<file path="src/rtl/core/rme_pkg.sv">
// rme_pkg: widths, modifier codes, transaction and pipeline types, core-size wrap
// used by the interfaces and every module of the mod execute unit; no dependencies
`default_nettype none

package rme_pkg;

  localparam int CORE_SIZE = 8000;
  localparam int NUM_W     = 13;
  localparam int CMD_W     = 3;
  localparam int DIV_BITS  = NUM_W;
  localparam int NUM_LANES = 2;
  localparam int LANE_A    = 0;
  localparam int LANE_B    = 1;
  // decode stage, one stage per quotient bit, output register
  localparam int PIPE_DEPTH = DIV_BITS + 2;

  typedef enum logic [CMD_W-1:0] {
    MOD_A     = 3'd0,
    MOD_B     = 3'd1,
    MOD_AB    = 3'd2,
    MOD_BA    = 3'd3,
    MOD_X     = 3'd4,
    MOD_F     = 3'd5,
    MOD_I     = 3'd6,
    MOD_UNDEF = 3'd7
  } rme_mod_e;

  typedef struct packed {
    logic [CMD_W-1:0] command;
    logic [NUM_W-1:0] pc;
    logic [NUM_W-1:0] a_offset;
    logic [NUM_W-1:0] b_offset;
    logic [NUM_W-1:0] src_a_number;
    logic [NUM_W-1:0] src_b_number;
    logic [NUM_W-1:0] dst_a_number;
    logic [NUM_W-1:0] dst_b_number;
  } rme_in_t;

  typedef struct packed {
    logic             status;
    logic [NUM_W-1:0] new_a_number;
    logic [NUM_W-1:0] new_b_number;
    logic             write_a;
    logic             write_b;
    logic [NUM_W-1:0] target_address;
    logic [NUM_W-1:0] source_address;
    logic [NUM_W-1:0] next_pc;
  } rme_out_t;

  // what travels beside the lanes down the pipeline
  typedef struct packed {
    logic             fail;
    logic             wr_a;
    logic             wr_b;
    logic [NUM_W-1:0] dst_a;
    logic [NUM_W-1:0] dst_b;
    logic [NUM_W-1:0] tgt_addr;
    logic [NUM_W-1:0] src_addr;
    logic [NUM_W-1:0] npc;
  } rme_side_t;

  typedef struct packed {
    logic [NUM_W-1:0] dividend;
    logic [NUM_W-1:0] divisor;
  } rme_lane_op_t;

  localparam logic [NUM_W+1:0] CoreSz  = (NUM_W+2)'(CORE_SIZE);
  localparam logic [NUM_W+1:0] CoreSz2 = (NUM_W+2)'(2 * CORE_SIZE);

  // reduce a value below three core sizes (sum of two 13-bit fields at most)
  function automatic logic [NUM_W-1:0] rme_wrap(input logic [NUM_W:0] v);
    logic [NUM_W+1:0] x;
    logic [NUM_W+1:0] r;
    x = {1'b0, v};
    if (x >= CoreSz2) begin
      r = x - CoreSz2;
    end else if (x >= CoreSz) begin
      r = x - CoreSz;
    end else begin
      r = x;
    end
    return r[NUM_W-1:0];
  endfunction

endpackage

`default_nettype wire

</file>
<file path="src/rtl/core/rme_stream_if.sv">
// rme_in_if and rme_out_if: valid/ready channels carrying one instruction or one result
// depends on rme_pkg for the payload structs
`default_nettype none

interface rme_in_if import rme_pkg::*; ();
  logic    valid;
  logic    ready;
  rme_in_t data;

  modport source (output valid, output data, input ready);
  modport sink (input valid, input data, output ready);
endinterface

interface rme_out_if import rme_pkg::*; ();
  logic     valid;
  logic     ready;
  rme_out_t data;

  modport source (output valid, output data, input ready);
  modport sink (input valid, input data, output ready);
endinterface

`default_nettype wire

</file>
<file path="src/rtl/core/rme_decode.sv">
// rme_decode: operand reduction, modifier decode, fail check, addresses and next pc
// depends on rme_pkg
`default_nettype none

module rme_decode import rme_pkg::*; (
  input  rme_in_t                          data_i,
  output rme_side_t                        side_o,
  output rme_lane_op_t [NUM_LANES-1:0]     lane_op_o
);

  logic [NUM_W-1:0] sa, sb, da, db;
  logic             sa_zero, sb_zero;
  logic             fail, wr_a, wr_b;
  rme_mod_e         cmd;

  assign cmd = rme_mod_e'(data_i.command);
  assign sa  = rme_wrap({1'b0, data_i.src_a_number});
  assign sb  = rme_wrap({1'b0, data_i.src_b_number});
  assign da  = rme_wrap({1'b0, data_i.dst_a_number});
  assign db  = rme_wrap({1'b0, data_i.dst_b_number});

  assign sa_zero = (sa == '0);
  assign sb_zero = (sb == '0);

  always_comb begin
    fail = 1'b0;
    wr_a = 1'b0;
    wr_b = 1'b0;
    case (cmd)
      MOD_A: begin
        fail = sa_zero;
        wr_a = 1'b1;
      end
      MOD_B: begin
        fail = sb_zero;
        wr_b = 1'b1;
      end
      MOD_AB: begin
        fail = sa_zero;
        wr_b = 1'b1;
      end
      MOD_BA: begin
        fail = sb_zero;
        wr_a = 1'b1;
      end
      MOD_X, MOD_F, MOD_I: begin
        fail = sa_zero || sb_zero;
        wr_a = 1'b1;
        wr_b = 1'b1;
      end
      default: begin
        fail = 1'b1;
      end
    endcase
  end

  // lane a makes the new a-number, lane b the new b-number
  always_comb begin
    lane_op_o[LANE_A].dividend = da;
    lane_op_o[LANE_A].divisor  = (cmd inside {MOD_BA, MOD_X}) ? sb : sa;
    lane_op_o[LANE_B].dividend = db;
    lane_op_o[LANE_B].divisor  = (cmd inside {MOD_AB, MOD_X}) ? sa : sb;
  end

  always_comb begin
    side_o.fail     = fail;
    side_o.wr_a     = wr_a && !fail;
    side_o.wr_b     = wr_b && !fail;
    side_o.dst_a    = da;
    side_o.dst_b    = db;
    side_o.tgt_addr = rme_wrap({1'b0, data_i.pc} + {1'b0, data_i.b_offset});
    side_o.src_addr = rme_wrap({1'b0, data_i.pc} + {1'b0, data_i.a_offset});
    side_o.npc      = fail ? data_i.pc : rme_wrap({1'b0, data_i.pc} + (NUM_W+1)'(1));
  end

endmodule

`default_nettype wire

</file>
<file path="src/rtl/core/rme_div_lane.sv">
// rme_div_lane: pipelined restoring remainder, one dividend bit per stage
// depends on rme_pkg; stage enables come from the pipeline control in the top level
`default_nettype none

module rme_div_lane import rme_pkg::*; (
  input  logic                clk_i,
  input  logic [DIV_BITS-1:0] load_i,
  input  rme_lane_op_t        op_i,
  output logic [NUM_W-1:0]    rem_o
);

  logic [NUM_W-1:0] rem_q [DIV_BITS];
  logic [NUM_W-1:0] dvd_q [DIV_BITS];
  logic [NUM_W-1:0] dsr_q [DIV_BITS];
  logic [NUM_W-1:0] rem_d [DIV_BITS];
  logic [NUM_W-1:0] dvd_d [DIV_BITS];
  logic [NUM_W-1:0] dsr_d [DIV_BITS];
  logic [NUM_W-1:0] prev_rem [DIV_BITS];
  logic [NUM_W-1:0] prev_dvd [DIV_BITS];
  logic [NUM_W:0]   trial [DIV_BITS];
  logic [NUM_W:0]   diff [DIV_BITS];

  always_comb begin
    for (int j = 0; j < DIV_BITS; j++) begin
      if (j == 0) begin
        prev_rem[j] = '0;
        prev_dvd[j] = op_i.dividend;
        dsr_d[j]    = op_i.divisor;
      end else begin
        prev_rem[j] = rem_q[j-1];
        prev_dvd[j] = dvd_q[j-1];
        dsr_d[j]    = dsr_q[j-1];
      end
      // bring down the next dividend bit, subtract if it fits
      trial[j] = {prev_rem[j], prev_dvd[j][NUM_W-1]};
      diff[j]  = trial[j] - {1'b0, dsr_d[j]};
      if (trial[j] >= {1'b0, dsr_d[j]}) begin
        rem_d[j] = diff[j][NUM_W-1:0];
      end else begin
        rem_d[j] = trial[j][NUM_W-1:0];
      end
      dvd_d[j] = {prev_dvd[j][NUM_W-2:0], 1'b0};
    end
  end

  always_ff @(posedge clk_i) begin
    for (int j = 0; j < DIV_BITS; j++) begin
      if (load_i[j]) begin
        rem_q[j] <= rem_d[j];
        dvd_q[j] <= dvd_d[j];
        dsr_q[j] <= dsr_d[j];
      end
    end
  end

  assign rem_o = rem_q[DIV_BITS-1];

endmodule

`default_nettype wire

</file>
<file path="src/rtl/core/redcode_mod_execute_unit.sv">
// redcode_mod_execute_unit: top level of the mod instruction execute unit
// depends on rme_pkg, rme_stream_if, rme_decode and rme_div_lane
//
//   channel  dir  payload    transfer
//   in_i     in   rme_in_t   valid && ready at clk_i rise
//   out_o    out  rme_out_t  valid && ready at clk_i rise
//
// one instruction per cycle unless out_o stalls; stages: a decode register, then
// 13 stages of the bit-per-stage remainder pipeline in each of the two lanes, then
// the result register where the lanes and the side data are merged.
// rst_ni clears only the stage valid bits; the data registers are not reset.
// a stage takes new data when it is empty or the stage after it moves, so empty
// stages fill while the result waits and ready falls only once all 15 are full.
`default_nettype none

module redcode_mod_execute_unit import rme_pkg::*; (
  input  logic      clk_i,
  input  logic      rst_ni,
  rme_in_if.sink    in_i,
  rme_out_if.source out_o
);

  logic [PIPE_DEPTH-1:0] vld_q;
  logic [PIPE_DEPTH-1:0] vld_d;
  logic [PIPE_DEPTH:0]   load;

  rme_side_t                    dec_side;
  rme_lane_op_t [NUM_LANES-1:0] dec_op;
  rme_lane_op_t [NUM_LANES-1:0] op_q;
  rme_side_t                    side_q [DIV_BITS+1];
  logic [NUM_W-1:0]             lane_rem [NUM_LANES];
  rme_side_t                    side_last;
  rme_out_t                     out_d;
  rme_out_t                     out_q;

  // pipeline control
  always_comb begin
    load[PIPE_DEPTH] = out_o.ready;
    for (int k = PIPE_DEPTH - 1; k >= 0; k--) begin
      load[k] = !vld_q[k] || load[k+1];
    end
  end

  always_comb begin
    for (int k = 0; k < PIPE_DEPTH; k++) begin
      if (!load[k]) begin
        vld_d[k] = vld_q[k];
      end else if (k == 0) begin
        vld_d[k] = in_i.valid;
      end else begin
        vld_d[k] = vld_q[k-1];
      end
    end
  end

  always_ff @(posedge clk_i or negedge rst_ni) begin
    if (!rst_ni) begin
      vld_q <= '0;
    end else begin
      vld_q <= vld_d;
    end
  end

  assign in_i.ready = load[0];

  rme_decode u_decode (
    .data_i    (in_i.data),
    .side_o    (dec_side),
    .lane_op_o (dec_op)
  );

  // decode register and side data shift line
  always_ff @(posedge clk_i) begin
    if (load[0]) begin
      op_q      <= dec_op;
      side_q[0] <= dec_side;
    end
    for (int k = 1; k <= DIV_BITS; k++) begin
      if (load[k]) begin
        side_q[k] <= side_q[k-1];
      end
    end
  end

  for (genvar l = 0; l < NUM_LANES; l++) begin : g_lane
    rme_div_lane u_lane (
      .clk_i  (clk_i),
      .load_i (load[DIV_BITS:1]),
      .op_i   (op_q[l]),
      .rem_o  (lane_rem[l])
    );
  end

  // merge lanes with the side data
  assign side_last = side_q[DIV_BITS];

  always_comb begin
    out_d.status         = side_last.fail;
    out_d.write_a        = side_last.wr_a;
    out_d.write_b        = side_last.wr_b;
    out_d.target_address = side_last.tgt_addr;
    out_d.source_address = side_last.src_addr;
    out_d.next_pc        = side_last.npc;
    if (side_last.fail) begin
      out_d.new_a_number = '0;
      out_d.new_b_number = '0;
    end else begin
      out_d.new_a_number = side_last.wr_a ? lane_rem[LANE_A] : side_last.dst_a;
      out_d.new_b_number = side_last.wr_b ? lane_rem[LANE_B] : side_last.dst_b;
    end
  end

  always_ff @(posedge clk_i) begin
    if (load[PIPE_DEPTH-1]) begin
      out_q <= out_d;
    end
  end

  assign out_o.valid = vld_q[PIPE_DEPTH-1];
  assign out_o.data  = out_q;

endmodule

`default_nettype wire

</file>
<file path="src/flat_wrapper.sv">
// flat-port wrapper written by rule: the top's interface ports become plain ports
module redcode_mod_execute_unit_flat import rme_pkg::*;
  (clk_i, rst_ni, in_i_valid, in_i_data, in_i_ready, out_o_valid, out_o_data, out_o_ready);
  rme_in_if in_i_i ();
  rme_out_if out_o_i ();
  input  logic clk_i;
  input  logic rst_ni;
  input wire logic [$bits(in_i_i.valid)-1:0] in_i_valid;
  input wire logic [$bits(in_i_i.data)-1:0] in_i_data;
  output wire logic [$bits(in_i_i.ready)-1:0] in_i_ready;
  output wire logic [$bits(out_o_i.valid)-1:0] out_o_valid;
  output wire logic [$bits(out_o_i.data)-1:0] out_o_data;
  input wire logic [$bits(out_o_i.ready)-1:0] out_o_ready;
  assign in_i_i.valid = in_i_valid;
  assign in_i_i.data = in_i_data;
  assign in_i_ready = in_i_i.ready;
  assign out_o_valid = out_o_i.valid;
  assign out_o_data = out_o_i.data;
  assign out_o_i.ready = out_o_ready;
  redcode_mod_execute_unit u_core (.clk_i(clk_i), .rst_ni(rst_ni), .in_i(in_i_i), .out_o(out_o_i));
endmodule
</file>
<file path="config.mk">
export PLATFORM = sky130hd
export DESIGN_NAME = redcode_mod_execute_unit_flat
export DESIGN_NICKNAME = d
export VERILOG_FILES = /design/src/rtl/core/rme_pkg.sv /design/src/rtl/core/rme_stream_if.sv /design/src/rtl/core/rme_decode.sv /design/src/rtl/core/rme_div_lane.sv /design/src/rtl/core/redcode_mod_execute_unit.sv /design/src/flat_wrapper.sv
export SDC_FILE = /design/constraint.sdc
export NUM_CORES = 2
export LEC_CHECK = 0
export ABC_CLOCK_PERIOD_IN_PS = 9550
export BUFFER_PORTS_ARGS = -buffer_cell sky130_fd_sc_hd__buf_2
export CELL_PAD_IN_SITES_DETAIL_PLACEMENT = 1
export CELL_PAD_IN_SITES_GLOBAL_PLACEMENT = 1
export CORE_ASPECT_RATIO = 2
export CORE_UTILIZATION = 53
export DETAILED_ROUTE_END_ITERATION = 16
export PLACE_DENSITY = 0.76
export REMOVE_ABC_BUFFERS = 1
export SYNTH_ARGS = -nofsm -noshare
export SYNTH_HDL_FRONTEND = slang
export SYNTH_SLANG_ARGS = --single-unit
export TNS_END_PERCENT = 30
</file>
<file path="constraint.sdc">
create_clock -name clk_i -period 9.55 [get_ports clk_i]
set_input_delay 0.955 -clock clk_i [delete_from_list [all_inputs] [get_ports clk_i]]
set_output_delay 0.955 -clock clk_i [all_outputs]
set_load 0.05 [all_outputs]
</file>
==> results.md <==
- Final setup fails: 0
- Comb power frac: 0.292
- Via count: 39,200
- Worst-path clk slew: 0.06 ns
- Mean area per synthesized cell: 15.2 um2
- Seq cells post-synth: 1,711
- Status: finished clean
- Sequential area share after synthesis: 0.691
- Leakage power: 33.0 nW
- Setup_tns: 0 ns
- Switch Pwr: 0.00747 W
- IO Pins: 168
- Pint: 0.0170 W
- Post-CTS Resized: 0
- Clk root buf: clkbuf_16
- Sequence of cells on the critical path: nor2b_1 > nand2_4 > nor2_1 > and2_1 > and3_1 > and3_1 > and4_1 > nand3_4 > buf_2
- Arr. time, crit path: 5.09 ns
- GP Congestion: 0.893
- Slew Viols, Final: 0
- Distinct cells, synth: 84
- Reg2Reg Depth: 9
- Synth top area share: 0.686
- Fin area: 0.0821 mm2
- Port bufs: 167
- Critical path buffers and inverters: 1
- # DRC: 0
- Worst skew pair latency: 0.77 ns
- Largest net degree at the start of global routing: 89
- Stages on the worst setup path: 9
- Reg power frac: 0.468
- Most Frequent Cell on Critical Path: and3_1
- Placed inst area: 0.0773 mm2
- Post-synth top cells: edfxtp_1, inv_1, ha_1, mux2_2, nor2_1
- Crit Path Max Fanout: 36
- Area leader, netlist: edfxtp_1
- Crit-path slowest cell: nand3_4
- Number of global-route vias before repair: 43,700
- Core footprint: 0.139 mm2
- Layout cells sized above 1: 0.147
- Type of the worst setup path: register to primary output
- Vias per std cell: 5.47
- Initial antenna violation count: 11
- Die area: 0.142 mm2
- Fin util: 0.592
- Total track usage: 0.212
- CTS Buf Count: 145
- Drt total wl: 148,000 um
- Peak VDD IR: 152 uV
- First-pass GRT wire length: 230,000 um
- CTS H-tree depth: 4
- Unrepaired setup endpoints after global routing: false
- Worst hold slack: 0.138 ns
- CP startpoint kind: register
- Pwr per Cell Area: 298 mW/mm2
- Post-DR wirelength/cell: 20.7 um
- Overflow after GRT: 0
- Filler cells: 13,100
- Reg2reg setup slack: 4.67 ns
- Maximum clock rate: 165 MHz
- Final hold violation count: 0
- Prevailing post-synth register cell: edfxtp_1
- Fin crit share: 0.633
- Die Y: 531 um
- Main area contributors after synthesis: edfxtp_1, ha_1, mux2_2
- Die W: 267 um
- First-iteration detailed-routing DRC count: 1,450
- Fin nets: 5,667
- FFs w/ async S/R, synth: 0.00877
- Crit path capture type: primary output
- Worst Setup Slack, final: 3.51 ns
- Period minus WS final: 6.04 ns
- EDFF count, synth: 1,696
- Worst-Margin Slew: 1.27 ns
- Fin Clk Skew: 0.0251 ns
- CP top delay family: simple AND/OR/NAND/NOR gates
- Starting Density: 0.535
- Req. time, crit path: 8.60 ns
- Ys Warns: 0
- Setup Fix Bufs, Post-CTS: 0
- Clock Path Buffers: 3
- MaxCap Viol Count: 0
- Clock Power Share: 0.240
- Setup WS pre-CTS: 3.56 ns
- Cell Rows: 193
- Post-DP HPWL: 114,000 um
- Post-DRT Antenna Nets: 0
- Sink Count: 1,711
- Count leader, synth: edfxtp_1
- Hold WC Path Type: input port to asynchronous set/reset pin
- Hold_buf cts: 0
- Mapped Area: 0.0742 mm2
- Post-Syn Instances: 4,896
- CP peak stage delay: 0.53 ns
- TritonCTS clock tree: yes
- DR pass1 iterations: 7
- Slew HR: 0.148
- Switching Fraction: 0.305
- Area grow syn2layout: 10.6%
## logic make-up (layout without fill, tap and decap cells)
group,Yosys count,after routing,share of synthesized area
flops,1711,1711,0.691
simple gates,834,834,0.0555
compound gates,780,780,0.0718
buf+inv,571,967,0.0301
fa+ha+maj,394,394,0.0691
mux,353,353,0.0522
xor+xnor,253,253,0.0299
other cells,0,11,0
## power by group through the flow
stage	clock network [W]	registers (W)	logic (W)
floorplan	0	0.0115	0.00504
global placement	0	0.0115	0.00678
detailed placement	0	0.0116	0.00711
CTS	0.00603	0.0115	0.00720
global route	0.00622	0.0116	0.00776
finish	0.00588	0.0115	0.00714
## stage by stage
stage	instances	power [W]
2_1_floorplan	4837	0.0166
3_3_place_gp	6880	0.0183
6_report	7155	0.0245
3_5_place_dp	6880	0.0187
5_1_grt	7155	0.0256
4_1_cts	7144	0.0247
## worst paths after layout
check                                                     start                              end
worst max-delay path               u_core.vld_q[14]$_DFFE_PN0P_                       in_i_ready
worst min-delay path                                     rst_ni      u_core.vld_q[9]$_DFFE_PN0P_
worst max register to register     u_core.vld_q[14]$_DFFE_PN0P_         u_core.op_q[3]$_DFFE_PP_
worst min register to register  u_core.side_q[1][239]$_DFFE_PP_  u_core.side_q[1][307]$_DFFE_PP_
max in group asynchronous                                rst_ni     u_core.vld_q[12]$_DFFE_PN0P_
min in group clk_i                                in_i_data[18]        u_core.op_q[18]$_DFFE_PP_
## worst register-to-register path, cell delays in order (launching register included)
cell and delay, ns:
dfrtp_1 0.35, nor2b_1 0.51, nand2_4 0.38, nor2_1 0.43, and2_1 0.35, and3_1 0.37
and3_1 0.47, and4_1 0.47, nand3_4 0.54, buf_4 0.62
## cell type report
class                      count  area (um2)  share of cell area
antenna                       11        27.5            0.000335
sequential                  1711       51300               0.625
clock buffer                 169        3760              0.0458
multi-input combinational   2614       20700               0.253
timing repair buffer         191        1020              0.0124
clock inverter                95         993              0.0121
inverter                     512        1940              0.0236
tap                         1852        2320              0.0282
## routing by layer
layer  global-route usage  share of wire
met5                    0              0
met4                0.130          0.062
met3               0.0261          0.021
met2                0.453           0.61
met1                0.173           0.31
## sequential cells by signal (all words and copies together) (netlist names)
register                    count
u_core.g_lane.u_lane.dsr_q    312
u_core.g_lane.u_lane.rem_q    338
u_core.op_q                    50
u_core.out_o.data              68
u_core.side_q                 928
u_core.vld_q                   15
## cell usage in the layout (no fill, tap or decap), types with 53 or more instances in the layout
cell       netlist  routed
a21oi_1        228     228
edfxtp_1      1696    1696
o21ai_0        183     183
mux2_2         270     270
ha_1           368     368
inv_1          511     505
xnor2_1        200     200
a21o_1          82      82
nand4_1         70      70
buf_2           12     167
nor3_1          57      57
nor2_1         250     250
xor2_1          53      53
mux2i_1         83      83
nand2_1        152     147
nor2b_1         65      65
nand3_1         94      91
clkbuf_16        0     146
Power figures use the tool's default switching activity.
